<file path="src/cmap_pkg.sv">
// Shared constants and types for the cell ownership map.
// No dependencies; every other file of the block imports this package.
`default_nettype none

package cmap_pkg;

    localparam int CODE_W   = 8;
    localparam int KIND_W   = 2;
    localparam int START_W  = 7;
    localparam int LEN_W    = 8;
    localparam int HOLE_W   = 7;
    localparam int PROC_W   = 8;
    localparam int PCT_W    = 7;

    localparam int DEF_NUM_CELLS = 128;
    localparam int PCT_SCALE     = 100;

    localparam logic [CODE_W-1:0] FREE_CODE = 8'h20;

    localparam logic [KIND_W-1:0] KIND_INSERT = 2'd0;
    localparam logic [KIND_W-1:0] KIND_DELETE = 2'd1;
    localparam logic [KIND_W-1:0] KIND_CLEAR  = 2'd2;
    localparam logic [KIND_W-1:0] KIND_NOP    = 2'd3;

    typedef struct packed {
        logic [KIND_W-1:0]  kind;
        logic [START_W-1:0] start_cell;
        logic [LEN_W-1:0]   run_length;
        logic [CODE_W-1:0]  owner_id;
    } op_t;

    typedef struct packed {
        logic init;
        logic step;
    } walk_ctl_t;

endpackage

`default_nettype wire

</file>
<file path="src/cmap_cell.sv">
// One storage cell of the map ring: an owner code that moves to its neighbor.
// Depends on cmap_pkg.
`default_nettype none

module cmap_cell (
    input  wire logic                        aclk,
    input  wire logic                        aresetn,
    input  wire logic                        shift_en,
    input  wire logic [cmap_pkg::CODE_W-1:0] d_in,
    output logic      [cmap_pkg::CODE_W-1:0] q_out
);
    import cmap_pkg::*;

    logic [CODE_W-1:0] code_reg;

    always_ff @(posedge aclk) begin
        if (!aresetn) begin
            code_reg <= FREE_CODE;
        end else if (shift_en) begin
            code_reg <= d_in;
        end
    end

    assign q_out = code_reg;

endmodule

`default_nettype wire

</file>
<file path="src/cmap_walk.sv">
// Per-cell update and run statistics for the cell leaving the head of the ring.
// Depends on cmap_pkg.
`default_nettype none

module cmap_walk #(
    parameter int NUM_CELLS = cmap_pkg::DEF_NUM_CELLS,
    localparam int IDX_W = $clog2(NUM_CELLS),
    localparam int CNT_W = $clog2(NUM_CELLS + 1)
) (
    input  wire logic                        aclk,
    input  wire logic                        aresetn,
    input  wire cmap_pkg::walk_ctl_t         ctl,
    input  wire cmap_pkg::op_t               op,
    input  wire logic [IDX_W-1:0]            idx,
    input  wire logic [cmap_pkg::CODE_W-1:0] head_code,
    output logic      [cmap_pkg::CODE_W-1:0] new_code,
    output logic      [CNT_W-1:0]            hole_cnt,
    output logic      [CNT_W-1:0]            proc_cnt,
    output logic      [CNT_W-1:0]            used_cnt,
    output logic                             collision,
    output logic                             range_error
);
    import cmap_pkg::*;

    localparam int XW = ((IDX_W > LEN_W) ? IDX_W : LEN_W) + 1;

    op_t               op_reg;
    logic              range_err_reg;
    logic              coll_reg;
    logic              in_hole_reg;
    logic [CODE_W-1:0] prev_reg;
    logic [CNT_W-1:0]  hole_cnt_reg;
    logic [CNT_W-1:0]  proc_cnt_reg;
    logic [CNT_W-1:0]  used_cnt_reg;

    logic [XW-1:0]     run_end;
    logic [XW-1:0]     op_end;
    logic              in_run;
    logic              coll_hit;
    logic              is_free;

    // end of the requested run, for the range check at accept
    assign op_end  = XW'(op.start_cell) + XW'(op.run_length);
    assign run_end = XW'(op_reg.start_cell) + XW'(op_reg.run_length);
    assign in_run  = (XW'(idx) >= XW'(op_reg.start_cell)) && (XW'(idx) < run_end);

    always_comb begin
        new_code = head_code;
        coll_hit = 1'b0;
        unique case (op_reg.kind)
            KIND_INSERT: begin
                if (!range_err_reg && in_run) begin
                    if (head_code != FREE_CODE) begin
                        coll_hit = 1'b1;
                    end else begin
                        new_code = op_reg.owner_id;
                    end
                end
            end
            KIND_DELETE: begin
                if (head_code == op_reg.owner_id) begin
                    new_code = FREE_CODE;
                end
            end
            KIND_CLEAR: begin
                new_code = FREE_CODE;
            end
            KIND_NOP: begin
            end
            default: begin
            end
        endcase
    end

    assign is_free = (new_code == FREE_CODE);

    always_ff @(posedge aclk) begin
        if (!aresetn) begin
            op_reg        <= '0;
            range_err_reg <= 1'b0;
            coll_reg      <= 1'b0;
            in_hole_reg   <= 1'b0;
            prev_reg      <= FREE_CODE;
            hole_cnt_reg  <= '0;
            proc_cnt_reg  <= '0;
            used_cnt_reg  <= '0;
        end else if (ctl.init) begin
            op_reg        <= op;
            range_err_reg <= (op.kind == KIND_INSERT) && (op_end > XW'(NUM_CELLS));
            coll_reg      <= 1'b0;
            in_hole_reg   <= 1'b0;
            prev_reg      <= FREE_CODE;
            hole_cnt_reg  <= '0;
            proc_cnt_reg  <= '0;
            used_cnt_reg  <= '0;
        end else if (ctl.step) begin
            if (coll_hit) begin
                coll_reg <= 1'b1;
            end
            if (is_free) begin
                if (!in_hole_reg) begin
                    hole_cnt_reg <= hole_cnt_reg + CNT_W'(1);
                end
                in_hole_reg <= 1'b1;
            end else begin
                in_hole_reg  <= 1'b0;
                used_cnt_reg <= used_cnt_reg + CNT_W'(1);
                if (new_code != prev_reg) begin
                    proc_cnt_reg <= proc_cnt_reg + CNT_W'(1);
                end
            end
            prev_reg <= new_code;
        end
    end

    assign hole_cnt    = hole_cnt_reg;
    assign proc_cnt    = proc_cnt_reg;
    assign used_cnt    = used_cnt_reg;
    assign collision   = coll_reg;
    assign range_error = range_err_reg;

endmodule

`default_nettype wire

</file>
<file path="src/cmap_pct.sv">
// Percent-full unit: used*100 over the cell count by reciprocal multiplication,
// registered when start is high. Depends on cmap_pkg.
`default_nettype none

module cmap_pct #(
    parameter int NUM_CELLS = cmap_pkg::DEF_NUM_CELLS,
    localparam int CNT_W = $clog2(NUM_CELLS + 1)
) (
    input  wire logic                       aclk,
    input  wire logic                       aresetn,
    input  wire logic                       start,
    input  wire logic [CNT_W-1:0]           used,
    output logic      [cmap_pkg::PCT_W-1:0] quotient
);
    import cmap_pkg::*;

    // used*100 stays below 2^X_W; a reciprocal rounded up with X_W + log2(cells)
    // fraction bits gives the exact floor over that whole range
    localparam int     X_W    = $clog2(NUM_CELLS * PCT_SCALE + 1);
    localparam int     SHIFT  = X_W + $clog2(NUM_CELLS);
    localparam int     P_W    = 2 * X_W + 1;
    localparam longint RECIP  = ((longint'(1) << SHIFT) + longint'(NUM_CELLS) - 1)
                                / longint'(NUM_CELLS);
    localparam longint FACTOR = longint'(PCT_SCALE) * RECIP;

    logic [P_W-1:0]   prod;
    logic [PCT_W-1:0] q_reg;

    assign prod = P_W'(used) * P_W'(FACTOR);

    always_ff @(posedge aclk) begin
        if (!aresetn) begin
            q_reg <= '0;
        end else if (start) begin
            q_reg <= PCT_W'(prod >> SHIFT);
        end
    end

    assign quotient = q_reg;

endmodule

`default_nettype wire

</file>
<file path="src/cell_ownership_map_with_stats_top.sv">
// Requests are taken one at a time: the ring of cells rotates once per request
// through one update unit, then the percent unit registers the percentage.
// s_ready is high whenever the ring is idle, even while a result waits on m_ready.
// Reset (aresetn low, synchronous) frees every cell and drops m_valid.
// Depends on cmap_pkg, cmap_cell, cmap_walk, cmap_pct.
`default_nettype none

module cell_ownership_map_with_stats_top #(
    parameter int NUM_CELLS = cmap_pkg::DEF_NUM_CELLS
) (
    input  wire logic                         aclk,
    input  wire logic                         aresetn,
    input  wire logic                         s_valid,
    output logic                              s_ready,
    input  wire logic [cmap_pkg::KIND_W-1:0]  s_kind,
    input  wire logic [cmap_pkg::START_W-1:0] s_start_cell,
    input  wire logic [cmap_pkg::LEN_W-1:0]   s_run_length,
    input  wire logic [cmap_pkg::CODE_W-1:0]  s_owner_id,
    output logic                              m_valid,
    input  wire logic                         m_ready,
    output logic      [cmap_pkg::HOLE_W-1:0]  m_hole_count,
    output logic      [cmap_pkg::PROC_W-1:0]  m_process_count,
    output logic      [cmap_pkg::PCT_W-1:0]   m_percent_full,
    output logic                              m_collision,
    output logic                              m_range_error
);
    import cmap_pkg::*;

    localparam int IDX_W = $clog2(NUM_CELLS);
    localparam int CNT_W = $clog2(NUM_CELLS + 1);

    typedef enum logic [1:0] {
        ST_IDLE,
        ST_WALK,
        ST_START,
        ST_DIV
    } state_t;

    state_t            state_reg;
    logic [IDX_W-1:0]  idx_reg;
    logic              m_valid_reg;
    logic [HOLE_W-1:0] m_hole_reg;
    logic [PROC_W-1:0] m_proc_reg;
    logic [PCT_W-1:0]  m_pct_reg;
    logic              m_coll_reg;
    logic              m_rerr_reg;

    logic              accept;
    logic              out_free;
    logic              result_load;
    op_t               s_op;
    walk_ctl_t         walk_ctl;
    logic [CODE_W-1:0] cell_q [NUM_CELLS];
    logic [CODE_W-1:0] new_code;
    logic [CNT_W-1:0]  hole_cnt;
    logic [CNT_W-1:0]  proc_cnt;
    logic [CNT_W-1:0]  used_cnt;
    logic              walk_coll;
    logic              walk_rerr;
    logic [PCT_W-1:0]  pct_q;

    assign s_ready     = (state_reg == ST_IDLE);
    assign accept      = s_valid && s_ready;
    assign out_free    = !m_valid_reg || m_ready;
    assign result_load = (state_reg == ST_DIV) && out_free;

    always_comb begin
        s_op.kind       = s_kind;
        s_op.start_cell = s_start_cell;
        s_op.run_length = s_run_length;
        s_op.owner_id   = s_owner_id;
        walk_ctl.init   = accept;
        walk_ctl.step   = (state_reg == ST_WALK);
    end

    // Ring: the head cell goes through the update unit and re-enters at the tail,
    // so after NUM_CELLS shifts every cell is back in place.
    for (genvar k = 0; k < NUM_CELLS; k++) begin : g_cell
        if (k == NUM_CELLS - 1) begin : g_tail
            cmap_cell u_cell (
                .aclk     (aclk),
                .aresetn  (aresetn),
                .shift_en (walk_ctl.step),
                .d_in     (new_code),
                .q_out    (cell_q[k])
            );
        end else begin : g_body
            cmap_cell u_cell (
                .aclk     (aclk),
                .aresetn  (aresetn),
                .shift_en (walk_ctl.step),
                .d_in     (cell_q[k+1]),
                .q_out    (cell_q[k])
            );
        end
    end

    cmap_walk #(
        .NUM_CELLS (NUM_CELLS)
    ) u_walk (
        .aclk        (aclk),
        .aresetn     (aresetn),
        .ctl         (walk_ctl),
        .op          (s_op),
        .idx         (idx_reg),
        .head_code   (cell_q[0]),
        .new_code    (new_code),
        .hole_cnt    (hole_cnt),
        .proc_cnt    (proc_cnt),
        .used_cnt    (used_cnt),
        .collision   (walk_coll),
        .range_error (walk_rerr)
    );

    cmap_pct #(
        .NUM_CELLS (NUM_CELLS)
    ) u_pct (
        .aclk     (aclk),
        .aresetn  (aresetn),
        .start    (state_reg == ST_START),
        .used     (used_cnt),
        .quotient (pct_q)
    );

    always_ff @(posedge aclk) begin
        if (!aresetn) begin
            state_reg   <= ST_IDLE;
            idx_reg     <= '0;
            m_valid_reg <= 1'b0;
            m_hole_reg  <= '0;
            m_proc_reg  <= '0;
            m_pct_reg   <= '0;
            m_coll_reg  <= 1'b0;
            m_rerr_reg  <= 1'b0;
        end else begin
            if (result_load) begin
                m_valid_reg <= 1'b1;
            end else if (m_valid_reg && m_ready) begin
                m_valid_reg <= 1'b0;
            end
            unique case (state_reg)
                ST_IDLE: begin
                    if (accept) begin
                        idx_reg   <= '0;
                        state_reg <= ST_WALK;
                    end
                end
                ST_WALK: begin
                    if (idx_reg == IDX_W'(NUM_CELLS - 1)) begin
                        state_reg <= ST_START;
                    end else begin
                        idx_reg <= idx_reg + IDX_W'(1);
                    end
                end
                ST_START: begin
                    state_reg <= ST_DIV;
                end
                ST_DIV: begin
                    // hold the result until the output register is free
                    if (result_load) begin
                        m_hole_reg  <= HOLE_W'(hole_cnt);
                        m_proc_reg  <= PROC_W'(proc_cnt);
                        m_pct_reg   <= pct_q;
                        m_coll_reg  <= walk_coll;
                        m_rerr_reg  <= walk_rerr;
                        state_reg   <= ST_IDLE;
                    end
                end
                default: begin
                    state_reg <= ST_IDLE;
                end
            endcase
        end
    end

    assign m_valid         = m_valid_reg;
    assign m_hole_count    = m_hole_reg;
    assign m_process_count = m_proc_reg;
    assign m_percent_full  = m_pct_reg;
    assign m_collision     = m_coll_reg;
    assign m_range_error   = m_rerr_reg;

endmodule

`default_nettype wire

</file>
<file path="config.mk">
export PLATFORM = sky130hd
export DESIGN_NAME = cell_ownership_map_with_stats_top
export DESIGN_NICKNAME = d
export VERILOG_FILES = /design/src/cmap_pkg.sv /design/src/cmap_cell.sv /design/src/cmap_walk.sv /design/src/cmap_pct.sv /design/src/cell_ownership_map_with_stats_top.sv
export SDC_FILE = /design/constraint.sdc
export NUM_CORES = 2
export LEC_CHECK = 0
export BUFFER_PORTS_ARGS = -buffer_cell sky130_fd_sc_hd__buf_2
export CORE_MARGIN = 8
export CORE_UTILIZATION = 55
export DETAILED_ROUTE_END_ITERATION = 6
export PLACE_DENSITY = 0.71
export REMOVE_ABC_BUFFERS = 1
export SYNTH_ARGS = -nofsm -noshare
export SYNTH_HDL_FRONTEND = slang
export SYNTH_SLANG_ARGS = --single-unit
</file>
<file path="constraint.sdc">
create_clock -name aclk -period 4.6 [get_ports aclk]
set_clock_uncertainty 0.2 [all_clocks]
set_input_delay 0.69 -clock aclk [delete_from_list [all_inputs] [get_ports aclk]]
set_output_delay 0.69 -clock aclk [all_outputs]
set_load 0.005 [all_outputs]
</file>
==> results.txt <==
The TritonCTS buffer count came out at 113. For this run, the leading register cell type out of synthesis is sky130_fd_sc_hd__dfxtp_1. After clock tree synthesis, the flow added hold-fix buffers numbering 0. The largest driver fanout on the critical path is 6. The adder and majority cell fraction of the synthesized area is 1.894%.

The height of the die came out at 297.5 um. The critical path class is reg2reg. Averaged over all synthesized cells, the footprint is 10.90 um^2. The clock-pin transition on the worst setup and hold timing paths is 0.06 ns.

At the end of the flow the core is filled with cells to 61.63%. The flip-flop count of the largest register after layout is 1016. The sum of net half-perimeters after detailed placement came out at 37600 um. Across the VDD grid, the largest voltage drop is 0.4357 mV.

The weighted congestion reported at the end of routability-driven placement came out at 0.7940. The count of different cell masters after synthesis came out at 68. The total of warnings raised by yosys is 0. The sequential power share is 41.6%. The count of H-tree levels built during CTS came out at 3.

The flow ran to the end, and the final reports show no timing, DRC or antenna violations. The total clock sinks came out at 1124. The post-synthesis cell count is 4000. The layout cell share with drive strength beyond 1 came out at 7.143%. The async set-or-reset flop fraction in the synthesized netlist is 0%. The share of the clock period used by the worst path came out at 91.56%.

The area of the core is 78740 um^2. In this run, the combinational gates consume 18.9% of the power. Together, buffers and inverters on the worst path number 1. The slowest library cell on the worst path is sky130_fd_sc_hd__or4_1. The first-pass GRT wire length is 114100 um. The final critical-path required period is 4.212 ns. Traced cell by cell, the critical path runs through ha_1 -> inv_1 -> fa_1 -> nor2b_1 -> o21ai_0 -> nand2b_1 -> xnor2_1 -> ha_1 -> a211oi_1 -> o21ai_0 -> a221o_1 -> o21a_1 -> nor4_1 -> a221oi_1 -> o311a_2 -> and2_4 -> or4_1 -> nand2_1. The leakage power of the design came out at 17.39 nW.

Setup violations remaining at the end of the flow were counted as 0. The starting utilization of the core area is 55.36%. The count of nets left with antenna violations once routing finished came out at 0.

The initial antenna violation count came out at 0. The die area came out at 88520 um^2. For this run, the total global-route usage over all layers was measured as 14.32%. The slew of the pin with the lowest slew margin is 1.155 ns. After synthesis the cells add up to 43590 um^2. The peak clock frequency supported by timing came out at 237.4 MHz. In the final routed layout, each cell accounts on average for 12.79 um. The number of nets in the finished design came out at 4029. The maximum number of buffers from clock root to sink came out at 3. The sequential share of the synthesized area came out at 51.62%. The critical path startpoint category is a flip-flop. The clock network power share is 39.5%. The max-slew violation count came out at 0. The post-CTS resize count came out at 0. The final layout contains routed wiring with a total length of 64980 um. The switching component of the power is 0.006266 W. The total negative slack came out at 0 ns. The via count is 25138. The data required time at the worst endpoint is 4.99 ns.

The share of cell area taken by muxes after synthesis is 23.56%. After floorplanning, the core was divided into 103 placement rows. Setup repair after global routing left no endpoint under its margin. The tree is rooted in a sky130_fd_sc_hd__clkbuf_16. The count of max-cap constraint violations is 0. The synthesized netlist devotes 2.753% of its cell area to compound gates. The final antenna diode count is 0. After Yosys synthesis, XOR and XNOR cells account for 0.9042% of the synthesized area. The clock latency reported for the late side of the worst-skew pair came out at 0.65 ns. Dividing total power by cell area gives a power density of 495.9 nW/um^2. After clock tree synthesis, the setup repair step added 0 buffers. The tightest min-delay check is of the in2reg type.

The pin count of the biggest net entering global routing is 205. The synthesized design contains 0 enable-type register cells. The violation count after the first detailed-routing iteration came out at 1281. The remaining design rule violation count is 0.

The count of input and output buffers is 54. The register bit count reported by yosys came out at 1124. TritonCTS built the clock tree.

The leftover overflow at the end of global routing is 0. The post-detailed-route via-to-cell ratio is 4.946. The data arrival time of the worst path is 4.60 ns. The I/O pin count is 55.

The number of global-route vias before repair is 24632. STA classifies the critical path endpoint as a flip-flop. The internal power came out at 0.01780 W. The horizontal die dimension came out at 297.5 um.

Net switching is 26.04% of the power. Broken down by cell family, the worst path's largest delay share belongs to simple AND/OR/NAND/NOR gates. From synthesis to final layout, the design area changed by 11.33%. By area, the combinational part of the netlist is dominated by multiplexers.

The pre-antenna-repair detailed-routing pass consisted of 5 iterations. The stage delay of the slowest cell on the critical path is 0.45 ns. The worst relative slew slack came out at 23.03%. The simple logic cell fraction of the synthesized area came out at 16.70%. The number of hold violations in the final report is 0.
[routing by layer]
metal  track usage, %  part of all wire (%)  routed length [um]
met1            18.70                    50               32400
met2            23.82                    44               28830
met3            2.830                   3.2                2077
met4            4.432                   2.6                1674
met5                0                     0                   0
[worst paths after layout]
check / from / endpoint / slack [ns] / depth (start not counted)
hold / removal: s_owner_id[6] / u_walk.op_reg[6] / 0.09 / 3
setup / recovery: u_walk.op_reg[16] / u_walk.proc_cnt[6] / 0.39 / 18
hold reg to reg: m_hole_count[5] / m_hole_count[5] / 0.26 / 2
setup reg to reg: u_walk.op_reg[16] / u_walk.proc_cnt[6] / 0.39 / 18
[stage by stage]
step,std cells,cell area [um^2],setup slack (ns),hold slack (ns),power (W)
after floorplan,3745,42630,-43.33,0.2363,0.01325
after global placement,4872,44550,0.5039,0.2502,0.01476
after detailed placement,4872,44550,0.4250,0.2559,0.01477
after CTS,5082,48530,0.3864,0.03602,0.02439
after global routing,5082,48530,0.05522,0.06312,0.02507
final,5082,48530,0.3881,0.08538,0.02406
[final cells by class]
| cell class | count | area, um^2 |
|---|---|---|
| clock buffer | 166 | 3400 |
| sequential | 1124 | 22500 |
| multi-input combinational | 2579 | 19980 |
| tap | 1050 | 1314 |
| timing repair buffer | 77 | 590.6 |
| inverter | 42 | 157.7 |
| fill | 6442 | 30220 |
| clock inverter | 44 | 580.6 |
[kinds of logic after synthesis]
kind of cell | count (synthesis)
buffers and inverters | 297
AOI/OAI and AO/OA | 168
DFF | 1124
muxes | 1026
xor gates and xnor gates | 45
adders and majority gates | 63
and+or+nand+nor | 1277
[cells in the mapped netlist (5+ instances only)]
cell | number | area [um^2]
sky130_fd_sc_hd__and3_1 | 5 | 31.28
sky130_fd_sc_hd__nand3_1 | 14 | 70.07
sky130_fd_sc_hd__nand4_1 | 13 | 81.33
sky130_fd_sc_hd__a21o_1 | 9 | 67.56
sky130_fd_sc_hd__a221oi_1 | 7 | 61.31
sky130_fd_sc_hd__clkbuf_1 | 170 | 638.1
sky130_fd_sc_hd__fa_1 | 5 | 100.1
sky130_fd_sc_hd__nor2_1 | 49 | 183.9
sky130_fd_sc_hd__nor2b_1 | 904 | 5655
sky130_fd_sc_hd__o21a_1 | 7 | 52.55
sky130_fd_sc_hd__a21oi_1 | 25 | 125.1
sky130_fd_sc_hd__o21ai_0 | 31 | 155.2
sky130_fd_sc_hd__xnor2_1 | 27 | 236.5
sky130_fd_sc_hd__ha_1 | 58 | 725.7
sky130_fd_sc_hd__a21boi_0 | 50 | 375.4
sky130_fd_sc_hd__buf_1 | 83 | 311.6
sky130_fd_sc_hd__nand2b_1 | 6 | 37.54
sky130_fd_sc_hd__inv_1 | 40 | 150.1
sky130_fd_sc_hd__or3_1 | 6 | 37.54
sky130_fd_sc_hd__nor3_1 | 6 | 30.03
sky130_fd_sc_hd__and2_1 | 5 | 31.28
sky130_fd_sc_hd__o22ai_1 | 6 | 37.54
sky130_fd_sc_hd__mux2i_1 | 1026 | 10270
sky130_fd_sc_hd__xor2_1 | 18 | 157.7
sky130_fd_sc_hd__dfxtp_1 | 1124 | 22500
sky130_fd_sc_hd__nand2_1 | 252 | 945.9
[cells in the final DEF, fill, tap and decap left out, types with 40 or more instances in the layout]
| master | count |
|---|---|
| sky130_fd_sc_hd__nand2_1 | 252 |
| sky130_fd_sc_hd__dfxtp_1 | 1124 |
| sky130_fd_sc_hd__buf_2 | 53 |
| sky130_fd_sc_hd__inv_1 | 40 |
| sky130_fd_sc_hd__nor2_1 | 49 |
| sky130_fd_sc_hd__a21boi_0 | 50 |
| sky130_fd_sc_hd__nor2b_1 | 903 |
| sky130_fd_sc_hd__ha_1 | 57 |
| sky130_fd_sc_hd__mux2i_1 | 1026 |
| sky130_fd_sc_hd__clkbuf_16 | 115 |
[worst register-to-register path, cell delays in order, from the launching register on]
cell	delay, ns
sky130_fd_sc_hd__dfxtp_1	0.35
sky130_fd_sc_hd__ha_1	0.21
sky130_fd_sc_hd__inv_1	0.07
sky130_fd_sc_hd__fa_1	0.41
sky130_fd_sc_hd__nor2b_1	0.16
sky130_fd_sc_hd__o21ai_0	0.10
sky130_fd_sc_hd__nand2b_1	0.11
sky130_fd_sc_hd__xnor2_1	0.12
sky130_fd_sc_hd__ha_1	0.26
sky130_fd_sc_hd__a211oi_1	0.22
sky130_fd_sc_hd__o21ai_0	0.13
sky130_fd_sc_hd__a221o_1	0.36
sky130_fd_sc_hd__o21a_1	0.15
sky130_fd_sc_hd__nor4_1	0.31
sky130_fd_sc_hd__a221oi_1	0.09
sky130_fd_sc_hd__o311a_2	0.18
sky130_fd_sc_hd__and2_4	0.19
sky130_fd_sc_hd__or4_1	0.46
sky130_fd_sc_hd__nand2_1	0.08
[power groups by stage]
stage	clock network (W)	registers (W)	logic (W)
floorplan	0	0.0100	0.00322
global placement	0	0.0102	0.00454
detailed placement	0	0.0102	0.00455
CTS	0.00982	0.0100	0.00456
global route	0.0102	0.0100	0.00483
finish	0.00951	0.0100	0.00454
Power figures use the tool's default switching activity.
